--- src/rtl/core/assert_macros.svh ---
// Assertion macros shared by the row unfilter modules.
// No dependencies; every asserting file includes this header.
`ifndef ASSERT_MACROS_SVH
`define ASSERT_MACROS_SVH

`ifndef NO_ASSERTIONS

// cond must never hold at a clock edge outside reset
`define PRU_ASSERT_NEVER(label, clk, rst, cond) \
  label: assert property (@(posedge clk) disable iff (rst) !(cond)) \
    else $error("%m: assertion failed");

// when a holds, b holds in the same cycle
`define PRU_ASSERT_IMPLIES(label, clk, rst, a, b) \
  label: assert property (@(posedge clk) disable iff (rst) (a) |-> (b)) \
    else $error("%m: assertion failed");

// when a holds, b holds in the next cycle
`define PRU_ASSERT_NEXT(label, clk, rst, a, b) \
  label: assert property (@(posedge clk) disable iff (rst) (a) |=> (b)) \
    else $error("%m: assertion failed");

`else

`define PRU_ASSERT_NEVER(label, clk, rst, cond)
`define PRU_ASSERT_IMPLIES(label, clk, rst, a, b)
`define PRU_ASSERT_NEXT(label, clk, rst, a, b)

`endif

`endif

--- src/rtl/core/pru_pkg.sv ---
// Shared constants, types and the Paeth predictor for the PNG row unfilter.
// No dependencies; used by every module of the block.
`timescale 1ns / 1ps

package pru_pkg;

  localparam int MAX_ROW_BYTES   = 8192;
  localparam int MAX_PIXEL_BYTES = 8;

  localparam int ADDR_W     = $clog2(MAX_ROW_BYTES);
  localparam int HIST_W     = $clog2(MAX_PIXEL_BYTES);
  localparam int RB_W       = 14;
  localparam int BPP_W      = 4;
  localparam int CFG_IDX_W  = 1;
  localparam int CFG_DATA_W = 14;

  // configuration register indexes
  localparam logic [CFG_IDX_W-1:0] REG_ROW_BYTES       = 1'd0;
  localparam logic [CFG_IDX_W-1:0] REG_BYTES_PER_PIXEL = 1'd1;

  // filter type codes
  localparam logic [7:0] FLT_NONE  = 8'd0;
  localparam logic [7:0] FLT_SUB   = 8'd1;
  localparam logic [7:0] FLT_UP    = 8'd2;
  localparam logic [7:0] FLT_AVG   = 8'd3;
  localparam logic [7:0] FLT_PAETH = 8'd4;

  // one filtered data word on its way from the front end to reconstruction
  typedef struct packed {
    logic [7:0]        data;
    logic [7:0]        filter;
    logic [ADDR_W-1:0] addr;
    logic [HIST_W-1:0] hist_sel;
    logic              use_left;
    logic              first_row;
    logic              last;
  } item_t;

  function automatic logic [7:0] paeth_pick(input logic [7:0] a, input logic [7:0] b,
                                            input logic [7:0] c);
    logic signed [9:0] da;
    logic signed [9:0] db;
    logic signed [9:0] dc;
    logic [9:0] pa;
    logic [9:0] pb;
    logic [9:0] pc;
    // p - a = b - c, p - b = a - c, p - c = (b - c) + (a - c)
    da = $signed({2'b00, b}) - $signed({2'b00, c});
    db = $signed({2'b00, a}) - $signed({2'b00, c});
    dc = da + db;
    pa = da[9] ? 10'(-da) : 10'(da);
    pb = db[9] ? 10'(-db) : 10'(db);
    pc = dc[9] ? 10'(-dc) : 10'(dc);
    if (pa <= pb && pa <= pc) begin
      return a;
    end else if (pb <= pc) begin
      return b;
    end else begin
      return c;
    end
  endfunction

endpackage

--- src/rtl/core/pru_recon.sv ---
// Byte reconstruction: left and above-left history and the five predictors.
// Depends on pru_pkg.
`timescale 1ns / 1ps

module pru_recon (
  input  logic           clk,
  input  logic           rst,
  input  pru_pkg::item_t item,
  input  logic [7:0]     upper,
  input  logic           shift,
  output logic [7:0]     pixel
);

  logic [7:0] left_hist [pru_pkg::MAX_PIXEL_BYTES];
  logic [7:0] ulft_hist [pru_pkg::MAX_PIXEL_BYTES];
  logic [7:0] a;
  logic [7:0] b;
  logic [7:0] c;
  logic [8:0] sum_ab;
  logic [7:0] pred;

  assign b      = item.first_row ? 8'd0 : upper;
  assign a      = item.use_left ? left_hist[item.hist_sel] : 8'd0;
  assign c      = item.use_left ? ulft_hist[item.hist_sel] : 8'd0;
  assign sum_ab = {1'b0, a} + {1'b0, b};

  always_comb begin
    case (item.filter)
      pru_pkg::FLT_SUB:   pred = a;
      pru_pkg::FLT_UP:    pred = b;
      pru_pkg::FLT_AVG:   pred = sum_ab[8:1];
      pru_pkg::FLT_PAETH: pred = pru_pkg::paeth_pick(a, b, c);
      default:            pred = 8'd0;
    endcase
  end

  assign pixel = item.data + pred;

  // advance both histories once per delivered data word
  always_ff @(posedge clk) begin
    if (rst) begin
      for (int k = 0; k < pru_pkg::MAX_PIXEL_BYTES; k++) begin
        left_hist[k] <= 8'd0;
        ulft_hist[k] <= 8'd0;
      end
    end else if (shift) begin
      for (int k = pru_pkg::MAX_PIXEL_BYTES - 1; k > 0; k--) begin
        left_hist[k] <= left_hist[k-1];
        ulft_hist[k] <= ulft_hist[k-1];
      end
      left_hist[0] <= pixel;
      ulft_hist[0] <= b;
    end
  end

endmodule

--- config.mk ---
export PLATFORM = sky130hd
export DESIGN_NAME = pru_recon
export DESIGN_NICKNAME = d
export VERILOG_FILES = /design/src/rtl/core/assert_macros.svh /design/src/rtl/core/pru_pkg.sv /design/src/rtl/core/pru_recon.sv
export SDC_FILE = /design/constraint.sdc
export NUM_CORES = 1
export LEC_CHECK = 0
export BUFFER_PORTS_ARGS = -buffer_cell sky130_fd_sc_hd__buf_2
export CAP_MARGIN = 20
export CORE_MARGIN = 4
export CORE_UTILIZATION = 55
export DETAILED_ROUTE_END_ITERATION = 10
export HOLD_SLACK_MARGIN = 0.03
export PLACE_DENSITY = 0.7
export SETUP_SLACK_MARGIN = 0.1
export SLEW_MARGIN = 20
export SYNTH_ARGS = -nofsm -noshare
export SYNTH_HDL_FRONTEND = slang
export SYNTH_SLANG_ARGS = --single-unit
--- constraint.sdc ---
create_clock -name clk -period 28.7 [get_ports clk]
set_input_delay 8.61 -clock clk [delete_from_list [all_inputs] [get_ports clk]]
set_output_delay 8.61 -clock clk [all_outputs]
set_load 0.03 [all_outputs]
==> flow_summary_export.csv <==
group,metric,value,unit
status,status,"complete, no violations",
critical_path,cp_max_fo,14,
critical_path,start_kind,"primary input",
die,die_w,137,µm
synthesis,synth_top_area_share,42.1,%
synthesis,synth_top_flop_cell,"edfxtp_1",
sta,drv_slew,0,
clock_network,cts_sinks,128,
sta,worst_pin_slew,1.09,ns
critical_path,max_stage_delay,0.86,ns
placement,place_hpwl,15.3,mm
clock_network,insertion_delay,0.41,ns
sta,rsz0062_at_grt,"no",
critical_path,slowest_stage,"a211oi_1",
synthesis,async_flop_share,0,%
die,fp.dieArea,18700,µm²
synthesis,synthTopCellsByArea,"edfxtp_1 42%, ha_1 9.5%, and2_1 8.2%",
layout,drive_above_1_share,14.1,%
power_and_ir_drop,peakVddDrop,0.0000508,V
sta,fin_crit,27.63,ns
sta,fin_setup_tns,0,ns
clock_network,cts_buffer_depth,2,
die,core,16100,µm²
sta,fin_skew,0.00828,ns
synthesis,synthTopCellsByCount,"128 x edfxtp_1, 120 x and2_1, 69 x ha_1",
drt,drc,0,
synthesis,netlist_instances,819,
power_and_ir_drop,p_per_area,77.9,nW/µm²
placement,io_buffers,39,
critical_path,crit_arrival,19.02,ns
power_and_ir_drop,clockPowerShare,25.1,%
job,maxCapViolations,0,
layout,fill_cells,1255,
grt,grt-ovfl-total,0,
drt,first_pass_iters,5,
layout,utilization,62.7,%
power_and_ir_drop,seqPwrFrac,28.5,%
clock_network,numCtsBuffers,17,
layout,area_growth,10.4,%
sta,finalCritPeriodShare,96.3,%
power_and_ir_drop,p_sw_share,36.4,%
layout,num-nets-final,976,
power_and_ir_drop,power_frac_comb,46.3,%
layout,multi_input_area,4990,µm²
drt,drtIter0Drc,578,
layout,diodes,0,
drt,ant_nets,0,
power_and_ir_drop,p_sw,0.286,mW
drt,vias_per_cell,5.88,
placement,place.gp.congestion,0.884,
placement,dp.cells,1054,
synthesis,yosysSeqAreaShare,42.1,%
synthesis,post-synth-top-count-cell,"edfxtp_1",
synthesis,ys_ff_latch,128,
die,die_h,137,µm
sta,setup_viol,0,
clock_network,cts-hold-fix-buffers,0,
critical_path,end_kind,"primary output",
die,placementRows,46,
drt,vias,6372,
synthesis,netlist_area,9120,µm²
drt,detail_route.wl_per_cell,18.9,µm
synthesis,ys_warn_count,0,
layout,final_cells,1083,
die,start_util,56.8,%
synthesis,avgSynthCellArea,11.1,µm²
min_path,hp-class,"flip-flop to flip-flop",
power_and_ir_drop,power,0.784,mW
clock_network,cts_tree,"done",
critical_path,crit_required,20.09,ns
clock_network,post_cts_resized,0,
critical_path,path_class,"primary input to primary output",
layout,regArea,3840,µm²
die,io_pins,54,
grt,grtUsageTotal,23.2,%
synthesis,synth_edf_count,128,
clock_network,clk_pin_slew,0.05,ns
sta,timing_hold_violations_final,0,
clock_network,cts-root-buf,"clkbuf_16",
sta,max_freq,36.2,MHz
sta,slew_headroom,27.1,%
synthesis,yosys.area.top_type,"edfxtp_1",
grt,grt_pass1_vias,6372,
synthesis,ys_types,71,
critical_path,path_common_cell,"o21a_1",
grt,grt_max_degree,121,
clock_network,post_cts_buffers,0,
drt,wl,20.5,mm
grt,grt_pass1_wl,33.1,mm
power_and_ir_drop,p_leak,4.19,nW
clock_network,cts-htree-levels,4,
power_and_ir_drop,p_int,0.499,mW
grt,antenna_found_initial,0,
## worst max-delay path, delay by kind of cell
| kind | cells | cell delay (ns) |
|---|---|---|
| adders and majority gates | 4 | 0.96 |
| muxes | 4 | 1.51 |
| and+or+nand+nor | 5 | 1.27 |
| AOI/OAI and AO/OA | 20 | 4.76 |
| xor gates and xnor gates | 3 | 0.86 |
| buffers and inverters | 4 | 1.01 |
## stage by stage
stage	hold WS [ns]	cell area [µm²]	worst slack, ns
CTS	0.549	10100	1.20
finish	0.545	10100	1.07
floorplan	0.518	9130	1.92
detailed placement	0.536	9530	1.22
global placement	0.525	9530	1.35
global route	0.562	10100	0.339
## cells in the final DEF (no fill, tap or decap), types with 29 or more instances in the layout
cell type	netlist	final
edfxtp_1	128	128
and2_1	120	120
ha_1	69	69
inv_1	48	48
nor2_1	46	46
nand2_1	40	40
xnor2_1	39	39
buf_2	3	39
mux4_2	30	30
a21oi_1	29	29
o21ai_0	29	29
## power by group through the flow
stage	Combinational [mW]	Sequential (mW)	Clock [mW]
3_3_place_gp	0.351	0.226	0
2_1_floorplan	0.278	0.225	0
5_1_grt	0.404	0.225	0.210
6_report	0.363	0.224	0.197
3_5_place_dp	0.357	0.227	0
4_1_cts	0.360	0.224	0.200
## worst paths after layout
| check | endpoint | slack (ns) | start | depth (start not counted) |
|---|---|---|---|---|
| worst max-delay path | pixel[7] | 1.07 | item[3] | 40 |
| worst max register to register | left_hist[0][7] | 18.40 | left_hist[6][2] | 37 |
| worst min register to register | left_hist[5][6] | 0.54 | left_hist[4][6] | 1 |
| worst min-delay path | left_hist[5][6] | 0.54 | left_hist[4][6] | 1 |
## cells by family after synthesis
group                    share of synthesized area [%]
AND/OR/NAND/NOR                                   17.2
AO/OA/AOI/OAI                                     10.4
flip-flops                                        42.1
buffers and inverters                             3.37
adder cells (fa/ha/maj)                           10.5
XOR/XNOR                                          5.80
multiplexers                                      10.5
other                                           0.0823
## sequential cells by signal (all words and copies together), names as in the netlist
signal	count
left_hist	64
ulft_hist	64
## area by class of cell
cell class,instances,share of cell area (%)
inverter,49,1.83
sequential,128,38.2
timing repair buffer,47,2.57
clock inverter,9,0.957
clock buffer,19,4.30
tap,216,2.68
multi-input combinational,615,49.5
## layer usage
metal | up-vias | routed length, µm | track usage [%]
met4 | 0 | 339 | 6.26
li1 | 3059 | - | -
met5 | - | 0 | 0
met3 | 18 | 974 | 4.56
met1 | 3114 | 9810 | 33.2
met2 | 181 | 9400 | 36.3
Power figures use the tool's default switching activity.
