`src/rtl/core/assert_macros.svh`:
```
// Assertion macros shared by the row unfilter modules.
// No dependencies; every asserting file includes this header.
`ifndef ASSERT_MACROS_SVH
`define ASSERT_MACROS_SVH

`ifndef NO_ASSERTIONS

// cond must never hold at a clock edge outside reset
`define PRU_ASSERT_NEVER(label, clk, rst, cond) \
  label: assert property (@(posedge clk) disable iff (rst) !(cond)) \
    else $error("%m: assertion failed");

// when a holds, b holds in the same cycle
`define PRU_ASSERT_IMPLIES(label, clk, rst, a, b) \
  label: assert property (@(posedge clk) disable iff (rst) (a) |-> (b)) \
    else $error("%m: assertion failed");

// when a holds, b holds in the next cycle
`define PRU_ASSERT_NEXT(label, clk, rst, a, b) \
  label: assert property (@(posedge clk) disable iff (rst) (a) |=> (b)) \
    else $error("%m: assertion failed");

`else

`define PRU_ASSERT_NEVER(label, clk, rst, cond)
`define PRU_ASSERT_IMPLIES(label, clk, rst, a, b)
`define PRU_ASSERT_NEXT(label, clk, rst, a, b)

`endif

`endif

```
`src/rtl/core/pru_pkg.sv`:
```
// Shared constants, types and the Paeth predictor for the PNG row unfilter.
// No dependencies; used by every module of the block.
`timescale 1ns / 1ps

package pru_pkg;

  localparam int MAX_ROW_BYTES   = 8192;
  localparam int MAX_PIXEL_BYTES = 8;

  localparam int ADDR_W     = $clog2(MAX_ROW_BYTES);
  localparam int HIST_W     = $clog2(MAX_PIXEL_BYTES);
  localparam int RB_W       = 14;
  localparam int BPP_W      = 4;
  localparam int CFG_IDX_W  = 1;
  localparam int CFG_DATA_W = 14;

  // configuration register indexes
  localparam logic [CFG_IDX_W-1:0] REG_ROW_BYTES       = 1'd0;
  localparam logic [CFG_IDX_W-1:0] REG_BYTES_PER_PIXEL = 1'd1;

  // filter type codes
  localparam logic [7:0] FLT_NONE  = 8'd0;
  localparam logic [7:0] FLT_SUB   = 8'd1;
  localparam logic [7:0] FLT_UP    = 8'd2;
  localparam logic [7:0] FLT_AVG   = 8'd3;
  localparam logic [7:0] FLT_PAETH = 8'd4;

  // one filtered data word on its way from the front end to reconstruction
  typedef struct packed {
    logic [7:0]        data;
    logic [7:0]        filter;
    logic [ADDR_W-1:0] addr;
    logic [HIST_W-1:0] hist_sel;
    logic              use_left;
    logic              first_row;
    logic              last;
  } item_t;

  function automatic logic [7:0] paeth_pick(input logic [7:0] a, input logic [7:0] b,
                                            input logic [7:0] c);
    logic signed [9:0] da;
    logic signed [9:0] db;
    logic signed [9:0] dc;
    logic [9:0] pa;
    logic [9:0] pb;
    logic [9:0] pc;
    // p - a = b - c, p - b = a - c, p - c = (b - c) + (a - c)
    da = $signed({2'b00, b}) - $signed({2'b00, c});
    db = $signed({2'b00, a}) - $signed({2'b00, c});
    dc = da + db;
    pa = da[9] ? 10'(-da) : 10'(da);
    pb = db[9] ? 10'(-db) : 10'(db);
    pc = dc[9] ? 10'(-dc) : 10'(dc);
    if (pa <= pb && pa <= pc) begin
      return a;
    end else if (pb <= pc) begin
      return b;
    end else begin
      return c;
    end
  endfunction

endpackage

```
`src/rtl/core/pru_ctrl.sv`:
```
// Row front end: filter byte capture, column count and line store read issue.
// Depends on pru_pkg and assert_macros.svh.
`timescale 1ns / 1ps
`include "assert_macros.svh"

module pru_ctrl (
  input  logic                       clk,
  input  logic                       rst,
  input  logic                       accept,
  input  logic [7:0]                 stream_byte,
  input  logic                       image_start,
  input  logic [pru_pkg::RB_W-1:0]   rb_eff,
  input  logic [pru_pkg::BPP_W-1:0]  bpp_eff,
  input  logic                       item_taken,
  output logic                       item_valid,
  output pru_pkg::item_t             item,
  output logic                       rd_en,
  output logic [pru_pkg::ADDR_W-1:0] rd_addr
);

  logic [pru_pkg::ADDR_W-1:0] pos;
  logic [7:0]                 filter;
  logic                       awaiting;
  logic                       first_row;
  logic                       is_filter;
  logic                       is_last;

  assign is_filter = image_start || awaiting;
  assign is_last   = ({1'b0, pos} + pru_pkg::RB_W'(1)) >= rb_eff;
  assign rd_en     = accept && !is_filter;
  assign rd_addr   = pos;

  always_ff @(posedge clk) begin
    if (rst) begin
      pos        <= '0;
      filter     <= pru_pkg::FLT_NONE;
      awaiting   <= 1'b1;
      first_row  <= 1'b1;
      item_valid <= 1'b0;
    end else begin
      // drop the word once taken, load a new one on every data byte
      item_valid <= (item_valid && !item_taken) || rd_en;
      if (accept) begin
        if (is_filter) begin
          // image start mid-row drops the unfinished row
          filter   <= stream_byte;
          awaiting <= 1'b0;
          pos      <= '0;
          if (image_start) begin
            first_row <= 1'b1;
          end
        end else begin
          if (is_last) begin
            awaiting  <= 1'b1;
            first_row <= 1'b0;
            pos       <= '0;
          end else begin
            pos <= pos + pru_pkg::ADDR_W'(1);
          end
        end
      end
    end
  end

  always_ff @(posedge clk) begin
    if (rd_en) begin
      item.data      <= stream_byte;
      item.filter    <= filter;
      item.addr      <= pos;
      item.hist_sel  <= pru_pkg::HIST_W'(bpp_eff - pru_pkg::BPP_W'(1));
      item.use_left  <= pos >= pru_pkg::ADDR_W'(bpp_eff);
      item.first_row <= first_row;
      item.last      <= is_last;
    end
  end

  `PRU_ASSERT_NEXT(a_last_then_filter, clk, rst, rd_en && is_last, awaiting)
  `PRU_ASSERT_NEXT(a_filter_no_item, clk, rst, accept && is_filter, !item_valid)

endmodule

```
`config.mk`:
```
export PLATFORM = sky130hd
export DESIGN_NAME = pru_ctrl
export DESIGN_NICKNAME = d
export VERILOG_FILES = /design/src/rtl/core/pru_pkg.sv /design/src/rtl/core/pru_ctrl.sv
export VERILOG_INCLUDE_DIRS = /design/src /design/src/rtl/core
export SDC_FILE = /design/constraint.sdc
export NUM_CORES = 1
export LEC_CHECK = 0
export BUFFER_PORTS_ARGS = -buffer_cell sky130_fd_sc_hd__buf_4
export CAP_MARGIN = 20
export CORE_AREA = 10 10 66 123
export DETAILED_ROUTE_END_ITERATION = 8
export DIE_AREA = 0 0 76 133
export HOLD_SLACK_MARGIN = 0.03
export PLACE_DENSITY = 0.69
export SLEW_MARGIN = 20
export SYNTH_ARGS = -nofsm -noshare
export SYNTH_HDL_FRONTEND = slang
export SYNTH_SLANG_ARGS = --single-unit
```
`constraint.sdc`:
```
create_clock -name clk -period 5.1 [get_ports clk]
set_input_delay 0.255 -clock clk [delete_from_list [all_inputs] [get_ports clk]]
set_output_delay 0.255 -clock clk [all_outputs]
set_load 0.1 [all_outputs]
```
==> flow_summary_export.csv, run 1 <==
group,metric,value,unit
outcome,outcome,"complete, no violations",
sta,setup_tns,0,ns
clock_tree,clock_sinks,59,
setup_path,cp_top_family,"simple AND/OR/NAND/NOR gates",
sta,fin_crit_sh,67.18,%
sta,rsz0062_at_grt,"no",
sta,hold_violations,0,
clock_tree,cts_tree,"yes",
synth,syn_nets,274,
setup_path,end_kind,"flip-flop",
detailed_routing,routedWlPerCell,15.44,µm
synth,ys.flop_type,"edfxtp_1",
clock_tree,clock-root-buffer,"clkbuf_16",
sta,maxSlewViolCount,0,
setup_path,crit_required,5.31,ns
clock_tree,cts_resized,0,
layout,area_growth,36.59,%
setup_path,worstPathMaxFanout,19,
clock_tree,hold_buffers,0,
die,start_util,43.08,%
clock_tree,clk_latency,0.32,ns
power,ir_drop,0.0001717,V
sta,setup_viol,0,
sta,fin_ws,1.674,ns
setup_path,crit_type,"flip-flop to flip-flop",
synth,avgSynthCellArea,11.99,µm²
detailed_routing,drc,0,
global_route,grt_pass1_wl,10.44,mm
global_route,grt_usage,12.82,%
layout,drive_gt1_share,32.38,%
detailed_routing,first_pass_iters,4,
layout,nets,361,
placed_design,dp_hpwl,4.669,mm
placed_design,port_buffers,80,
worst_hold_path,hp-class,"primary input to flip-flop",
detailed_routing,drt_iter0_markers,111,
sta,holdWs,0.1179,ns
job,cap_viol_max_count,0,
sta,clock_skew,0.006470,ns
clock_tree,post_cts_buffers,0,
synth,async_reset_ff_share,0,%
clock_tree,cts_buffers,9,
die,io_pins,81,
die,fp.dieW,76,µm
detailed_routing,ant_nets,0,
synth,yosys_register_bits,59,
placed_design,pre_cts_ws,1.681,ns
sta,tightest_slew,0.9551,ns
setup_path,cp-start-kind,"flip-flop",
global_route,antenna_found_initial,0,
sta,slew_headroom,35.90,%
layout,diodes,0,
die,coreArea,6207,µm²
clock_tree,clkTransAtPathRegs,0.05,ns
clock_tree,htree_levels,3,
die,rows,41,
synth,synth_cell_type_count,38,
synth,synth_area,2674,µm²
power,power.density,328.5,nW/µm²
global_route,grt_max_degree,39,
detailed_routing,vias_per_cell,5.110,
die,die_area,10110,µm²
setup_path,critPathArrivalTime,3.63,ns
synth,synthCells,223,
synth,ys_warn_count,0,
setup_path,path_cells,"ha_1, nand2_1, nor2_1, nand3_1, xnor2_1, ha_1, nand4_1, nor2_1, o311ai_2, buf_4, a211o_1, a221o_1",
sta,max_freq,0.2919,GHz
setup_path,slowest_stage,"dfxtp_1",
clock_tree,cts_buffer_depth,2,
global_route,overflow,0,
sta,finalCriticalPeriod,3.426,ns
synth,synth_edf_count,35,
detailed_routing,vias,2049,
global_route,first_global_vias,2155,
die,fp.dieH,133,µm
setup_path,crit_buf_inv,1,
setup_path,slowest_delay,0.45,ns
detailed_routing,drt-total-wl,6.191,mm
placed_design,place.gp.congestion,0.8873,
synth,ys_seq_area_share,57.28,%
power,p_leak,1.641,nW
==> path summary, 6_finish.rpt <==
check / cells past startpoint / from / to / slack [ns]
max: 12 / rd_addr[0] / first_row / 1.67
min: 1 / stream_byte[6] / item[33] / 0.12
max reg2reg: 12 / rd_addr[0] / first_row / 1.67
min reg2reg: 0 / filter[3] / item[22] / 0.43
==> per-layer routing <==
layer,up-vias,wire length (µm),global-route usage [%]
li1,998,-,-
met1,951,2718,15.29
met2,88,2861,19.39
met3,12,422,4.613
met4,0,189,7.203
met5,-,0,0
==> Yosys cell counts (all sizes together) (5+ instances only) <==
| master | instances | area share (%) |
|---|---|---|
| dfxtp | 24 | 18 |
| o21ai | 6 | 1.1 |
| xnor2 | 5 | 1.6 |
| ha | 20 | 9.4 |
| a31oi | 9 | 2.1 |
| nand2 | 6 | 0.84 |
| nand4 | 5 | 1.2 |
| edfxtp | 35 | 39 |
| mux2i | 8 | 3.0 |
| a21oi | 7 | 1.3 |
| xor2 | 7 | 2.3 |
| nor2 | 20 | 2.8 |
| clkbuf | 5 | 0.70 |
| inv | 22 | 3.1 |
| nand3 | 6 | 1.1 |
==> power breakdown <==
group          internal, mW  switching (mW)  leakage (nW)
sequential            0.516         0.00440         0.526
combinational        0.0364          0.0763         0.975
clock                 0.372           0.194         0.140
==> state kept, by name, indices dropped and copies added (netlist names) <==
| signal | cells |
|---|---|
| item | 35 |
| awaiting | 1 |
| item_valid | 1 |
| first_row | 1 |
| rd_addr | 13 |
| filter | 8 |
==> stage by stage <==
stage	util (%)	instances	total power [mW]	cell area, µm²
finish	58.84	401	1.200	3652
global route	58.84	401	1.242	3652
CTS	58.84	401	1.209	3652
detailed placement	54.24	385	0.6437	3367
global placement	54.24	385	0.6410	3367
floorplan	-	223	0.6055	2674
==> layout make-up <==
class | count | area (µm²)
clock buffer | 10 | 229.0
tap | 86 | 107.6
fill | 534 | 2555
timing repair buffer | 82 | 615.6
clock inverter | 6 | 56.30
multi-input combinational | 135 | 1026
inverter | 23 | 86.33
sequential | 59 | 1531
==> cell usage in the layout (no fill, tap or decap), types with 2 or more instances in the layout <==
master and count:
a31oi_1 9, nand3b_1 4, clkinv_1 2, o21ai_1 2
dfxtp_1 24, a32o_1 4, nor3_1 2, inv_1 21
nand3_1 6, o21ai_0 4, and3_1 4, a21oi_1 7
nand4_1 5, xor2_1 7, nor4_1 2, clkinv_2 3
edfxtp_1 35, a32oi_1 4, clkbuf_16 9, ha_1 20
nor2_1 20, nand2b_1 3, nand2_1 6, xnor2_1 5
a221o_1 2, buf_4 82, mux2i_1 8
==> logic make-up after synthesis <==
kind of cell | share of synthesized area (%)
and+or+nand+nor | 10.67
muxes | 2.995
xor gates and xnor gates | 3.931
DFF | 57.28
buffers and inverters | 4.352
AOI/OAI and AO/OA | 11.42
adders and majority gates | 9.359
(Power assumes the default switching activity.)
==> run 2: changes to the inputs <==
--- a/config.mk
+++ b/config.mk
@@ -12,7 +12,7 @@
 export DETAILED_ROUTE_END_ITERATION = 8
 export DIE_AREA = 0 0 76 133
 export HOLD_SLACK_MARGIN = 0.03
-export PLACE_DENSITY = 0.69
+export PLACE_DENSITY = 0.72
 export SLEW_MARGIN = 20
 export SYNTH_ARGS = -nofsm -noshare
 export SYNTH_HDL_FRONTEND = slang
==> constraint.sdc (replaced) <==
create_clock -name clk -period 2.9 [get_ports clk]
set_input_delay 0.145 -clock clk [delete_from_list [all_inputs] [get_ports clk]]
set_output_delay 0.145 -clock clk [all_outputs]
set_load 0.1 [all_outputs]
==> flow_summary_export.csv, run 2 (same netlist as run 1, synthesis figures left out) <==
group,metric,value,unit
clock_tree,clock_sinks,59,
setup_path,regToRegSetupSlack,0.04,ns
die,rows,41,
worst_hold_path,holdPathStages,2,
die,fp.dieW,76,µm
sta,fin_crit_sh,98.71,%
worst_hold_path,hp-class,"primary input to flip-flop",
layout,register_area,1569,µm²
worst_hold_path,hold_end,"first_row",
die,fp.dieH,133,µm
clock_tree,htree_levels,3,
clock_tree,cts_tree,"yes",
setup_path,cp-start-kind,"flip-flop",
setup_path,end_kind,"flip-flop",
layout,largest_register_ffs,35,
detailed_routing,drt-total-wl,7.308,mm
die,coreArea,6207,µm²
clock_tree,clkTransAtPathRegs,0.06,ns
detailed_routing,vias,2252,
die,die_area,10110,µm²
sta,maxSlewViolCount,0,
detailed_routing,drt_iter0_markers,127,
layout,nets,389,
setup_path,reg2reg_to,"rd_addr[11]",
layout,layout_common_cells,"buf_4, edfxtp_1, inv_1",
clock_tree,cts_buffer_depth,2,
sta,tightest_slew,0.4922,ns
setup_path,crit_required,3.13,ns
sta,setup_viol,0,
die,io_pins,81,
worst_hold_path,hold_path_startpoint,"image_start",
sta,fin_ws,0.03739,ns
layout,drive_gt1_share,46.06,%
detailed_routing,first_pass_iters,4,
power,power.density,566.8,nW/µm²
layout,diodes,0,
die,start_util,43.08,%
layout,multi_input_area,1172,µm²
detailed_routing,drc,0,
job,cap_viol_max_count,0,
detailed_routing,ant_nets,0,
layout,regMostFlops,"item",
clock_tree,clock-root-buffer,"clkbuf_16",
power,ir_drop,0.0002740,V
sta,hold_violations,0,
sta,slew_headroom,66.98,%
setup_path,crit_type,"flip-flop to flip-flop",
sta,max_freq,0.3493,GHz
layout,n_fill_cell,439,
layout,postLayoutCoreUtil,66.80,%
sta,finalCriticalPeriod,2.863,ns
global_route,grt_usage,13.87,%
detailed_routing,routedWlPerCell,17.03,µm
clock_tree,cts_buffers,9,
power,p_leak,1.846,nW
setup_path,r2r_start,"rd_addr[7]",
setup_path,worstPathMaxFanout,8,
global_route,antenna_found_initial,0,
layout,final_common_cell,"buf_4",
layout,area_growth,55.08,%
global_route,overflow,0,
placed_design,pre_cts_ws,0.005784,ns
setup_path,r2r_cells,12,
outcome,outcome,"complete, no violations",
placed_design,port_buffers,80,
global_route,grt_max_degree,26,
placed_design,place.gp.congestion,0.9077,
detailed_routing,vias_per_cell,5.249,
setup_path,critPathArrivalTime,3.10,ns
clock_tree,clk_latency,0.32,ns
sta,clock_skew,0.006553,ns
sta,setup_tns,0,ns
global_route,first_global_vias,2233,
global_route,grt_pass1_wl,11.29,mm
placed_design,dp_hpwl,5.228,mm
run 2: changes by cell type in the layout (fill, tap and decap cells not counted), moves of 8 or more:
cell           change
buf_4             +18
dfxtp_4            +9
dlygate4sd3_1      +8
dfxtp_1           -12
run 2: worst max-delay path by stage:
stage / slack, ns / cells after the start / to / startpoint
after floorplan: -0.05 / 11 / first_row / rd_addr[6]
after global placement: 0.1 / 12 / rd_addr[11] / rd_addr[2]
after detailed placement: 0.006 / 12 / rd_addr[2] / rd_addr[2]
after CTS: 0.03 / 12 / rd_addr[11] / rd_addr[2]
after global routing: -0.09 / 12 / rd_addr[6] / rd_addr[7]
final: 0.04 / 12 / rd_addr[11] / rd_addr[7]
run 2: metal layers:
metal	track usage, %	share of wire (%)
met1	16.55	42
met2	21.53	47
met3	4.410	6.8
met4	7.415	4.2
met5	0	0
run 2: power by group:
group / total, mW / internal, mW / leakage [nW] / switching, mW
registers: 0.907 / 0.899 / 0.535 / 0.00867
logic: 0.221 / 0.0780 / 1.14 / 0.143
clock network: 1.22 / 0.844 / 0.166 / 0.379
run 2: final cells by class:
| cell class | instances | area share, % |
|---|---|---|
| Sequential cell | 59 | 37.84 |
| Multi-Input combinational cell | 135 | 28.27 |
| Timing Repair Buffer | 110 | 20.79 |
| Clock buffer | 9 | 5.431 |
| Clock inverter | 7 | 2.987 |
| Tap cell | 86 | 2.595 |
| Inverter | 23 | 2.082 |
run 2: per-stage QoR:
stage | area, µm² | cells | hold WS [ns] | power (mW)
after floorplan | 2765 | 223 | 0.2439 | 1.058
after global placement | 3468 | 389 | 0.3337 | 1.124
after detailed placement | 3468 | 389 | 0.3344 | 1.128
after CTS | 3902 | 413 | 0.07926 | 2.358
after global routing | 4146 | 429 | 0.09241 | 2.415
final | 4146 | 429 | 0.08306 | 2.350
run 2: worst max-delay path: stages, from the launching register on:
cell       delay (ns)
dfxtp_4          0.40
and3_4           0.20
and3_4           0.19
and3_4           0.22
xor2_2           0.20
ha_4             0.24
a211oi_4         0.26
o221ai_2         0.15
a2111oi_4        0.38
buf_6            0.16
buf_12           0.10
nand3b_1         0.08
a31oi_1          0.19
run 2: timing repair:
action / 4_1_cts / 5_1_grt
setup buffers: 0 / 16
hold endpoints to repair: 8 / 0
endpoints found under the setup margin: 2 / 15
hold buffers: 8 / 0
pin swaps: 0 / 9
resized for setup: 1 / 25
gates cloned: 0 / 0
==> run 3: changes to the inputs <==
--- a/config.mk
+++ b/config.mk
@@ -6,14 +6,14 @@
 export SDC_FILE = /design/constraint.sdc
 export NUM_CORES = 1
 export LEC_CHECK = 0
+export ABC_AREA = 1
 export BUFFER_PORTS_ARGS = -buffer_cell sky130_fd_sc_hd__buf_4
 export CAP_MARGIN = 20
-export CORE_AREA = 10 10 66 123
+export CORE_AREA = 10 10 67 125
 export DETAILED_ROUTE_END_ITERATION = 8
-export DIE_AREA = 0 0 76 133
+export DIE_AREA = 0 0 77 135
 export HOLD_SLACK_MARGIN = 0.03
 export PLACE_DENSITY = 0.72
-export SLEW_MARGIN = 20
 export SYNTH_ARGS = -nofsm -noshare
 export SYNTH_HDL_FRONTEND = slang
 export SYNTH_SLANG_ARGS = --single-unit
==> flow_summary_export.csv, run 3 <==
group,metric,value,unit
outcome,outcome,"complete, no violations",
sta,tightest_slew,0.5723,ns
setup_path,worstPathMaxFanout,14,
clock_tree,post_cts_buffers,0,
synth,synth_commonest_cells,"nand2_1, inv_1, edfxtp_1, nor2_1, dfxtp_1",
setup_path,r2r_start,"rd_addr[0]",
layout,area_growth,38.41,%
placed_design,pre_cts_ws,0.3235,ns
layout,multi_input_area,1074,µm²
global_route,grt_usage,13.80,%
die,die_area,10400,µm²
power,p_comb_share,10.7,%
clock_tree,clk_latency,0.32,ns
synth,yosysMostFrequentCell,"nand2_1",
sta,holdWs,0.06722,ns
synth,post-synth-top-area-fraction,37.43,%
power,power,2.146,mW
detailed_routing,vias_per_cell,4.807,
sta,finalCriticalPeriod,2.594,ns
detailed_routing,route.met3.wl,309,µm
die,fp.dieW,77,µm
job,cap_viol_max_count,0,
synth,yosysTopAreaCell,"edfxtp_1",
power,clkPwrFrac,46.3,%
detailed_routing,routedWlPerCell,14.36,µm
sta,setup_tns,0,ns
clock_tree,hold_buffers,8,
layout,fin_area,3886,µm²
power,power.density,552.1,nW/µm²
global_route,grt_max_degree,25,
synth,synth_area,2808,µm²
layout,largest_register_ffs,35,
setup_path,crit_type,"flip-flop to flip-flop",
clock_tree,cts_buffer_depth,2,
clock_tree,cts_buffers,9,
detailed_routing,drt-total-wl,6.995,mm
synth,yosys_register_bits,59,
placed_design,port_buffers,80,
detailed_routing,wl_met1,2.612,mm
detailed_routing,vias,2341,
synth,synth_cell_type_count,27,
clock_tree,clkTransAtPathRegs,0.05,ns
setup_path,crit_required,3.11,ns
die,start_util,44.50,%
setup_path,critPathArrivalTime,2.80,ns
clock_tree,cts_tree,"yes",
layout,regMostFlops,"item",
setup_path,crit_start,"rd_addr[0]",
layout,drive_gt1_share,28.18,%
clock_tree,htree_levels,3,
sta,maxSlewViolCount,0,
die,io_pins,81,
detailed_routing,dr.max_layer_used,"met4",
die,rows,41,
setup_path,cp-start-kind,"flip-flop",
detailed_routing,ant_nets,0,
layout,diodes,0,
global_route,overflow,0,
sta,fin_crit_sh,89.46,%
global_route,grt_pass1_wl,11.54,mm
detailed_routing,wl_met2,3.915,mm
layout,layout_common_cells,"buf_4, nand2_1, inv_1",
clock_tree,clock-root-buffer,"clkbuf_16",
die,coreArea,6310,µm²
layout,register_area,1536,µm²
clock_tree,clock_sinks,59,
setup_path,end_kind,"flip-flop",
layout,final_common_cell,"buf_4",
detailed_routing,drc,0,
detailed_routing,first_pass_iters,4,
synth,synth_edf_count,35,
synth,ys.flop_type,"edfxtp_1",
synth,ys_seq_area_share,54.55,%
synth,avgSynthCellArea,9.422,µm²
power,ir_drop,0.0002847,V
sta,hold_violations,0,
power,seqPwrFrac,43.0,%
worst_hold_path,hp-class,"primary input to flip-flop",
sta,max_freq,0.3854,GHz
placed_design,place.gp.congestion,0.8905,
detailed_routing,drt_iter0_markers,130,
global_route,first_global_vias,2407,
synth,async_reset_ff_share,0,%
synth,syn_nets,349,
synth,synthCells,298,
synth,ys_top_cells_by_area,"edfxtp_1, dfxtp_1, nand2_1",
sta,slew_headroom,61.85,%
worst_hold_path,hold_path_startpoint,"accept",
power,p_sw,0.5072,mW
power,switching_share,23.64,%
clock_tree,cts_resized,0,
power,p_int,1.638,mW
layout,nets,447,
global_route,antenna_found_initial,0,
synth,ys_warn_count,0,
layout,n_fill_cell,540,
sta,rsz0062_at_grt,"no",
die,fp.dieH,135,µm
placed_design,dp_hpwl,5.535,mm
sta,clock_skew,0.007357,ns
power,p_leak,1.764,nW
sta,setup_viol,0,
placed_design,dpl_cell_area,3521,µm²
sta,fin_ws,0.3056,ns
-- run 3: cell types whose count changed in the layout (fill, tap and decap cells not counted), moves of 11 or more --
cell,delta
nand2_1,+64
nor2_1,+13
nand4_1,+11
a21oi_1,+14
buf_4,-14
inv_1,+19
-- run 3: metrics by stage --
step | utilization [%] | std cells
2_1_floorplan | - | 298
3_3_place_gp | 55.80 | 463
3_5_place_dp | 55.80 | 463
4_1_cts | 61.59 | 487
5_1_grt | 61.59 | 487
6_report | 61.59 | 487
-- run 3: kinds of logic (layout without fill, tap and decap cells) --
group / count (synthesis) / count (layout) / share of synthesized area, %
DFF: 59 / 59 / 54.55
buffers and inverters: 49 / 152 / 7.218
AOI/OAI and AO/OA: 31 / 31 / 5.659
and+or+nand+nor: 134 / 134 / 21.84
adders and majority gates: 20 / 20 / 8.913
xor gates and xnor gates: 5 / 5 / 1.827
-- run 3: final timing paths --
kind	end	slack, ns	cells after the start
max	first_row	0.31	16
max reg2reg	first_row	0.31	16
min	first_row	0.07	3
min reg2reg	item[23]	0.43	0
-- run 3: critical path, cell delays in order (launching register included) --
cell	delay, ns
dfxtp_2	0.40
ha_1	0.22
nand2_2	0.10
nor2_4	0.20
nand3_1	0.10
nand2_1	0.06
nand2_1	0.07
ha_1	0.28
nand2_1	0.06
nor2_1	0.18
nand2_1	0.07
nor2_1	0.08
nand2_1	0.28
nand2_1	0.19
nand2_1	0.08
nand2_1	0.07
nand2_1	0.05
-- run 3: power by group through the flow --
stage               sequential (mW)  clock (mW)  combinational (mW)
finish                        0.922       0.994               0.229
global route                  0.924        1.03               0.248
CTS                           0.922        1.00               0.231
detailed placement            0.938           0               0.222
global placement              0.937           0               0.219
floorplan                      1.03           0              0.0573
-- run 3: layer usage --
layer  vias to the layer above  GRT usage, %
met5                         -             0
met4                         0         8.163
met3                        12         3.258
met2                        65         25.49
met1                      1071         13.49
li1                       1193             -
-- run 3: cell type report --
type                            count  share of cell area (%)
Sequential cell                    59                   39.54
Multi-Input combinational cell    190                   27.62
Timing Repair Buffer               94                   18.67
Clock buffer                       10                   5.892
Inverter                           42                   4.057
Tap cell                           86                   2.769
Clock inverter                      6                   1.449
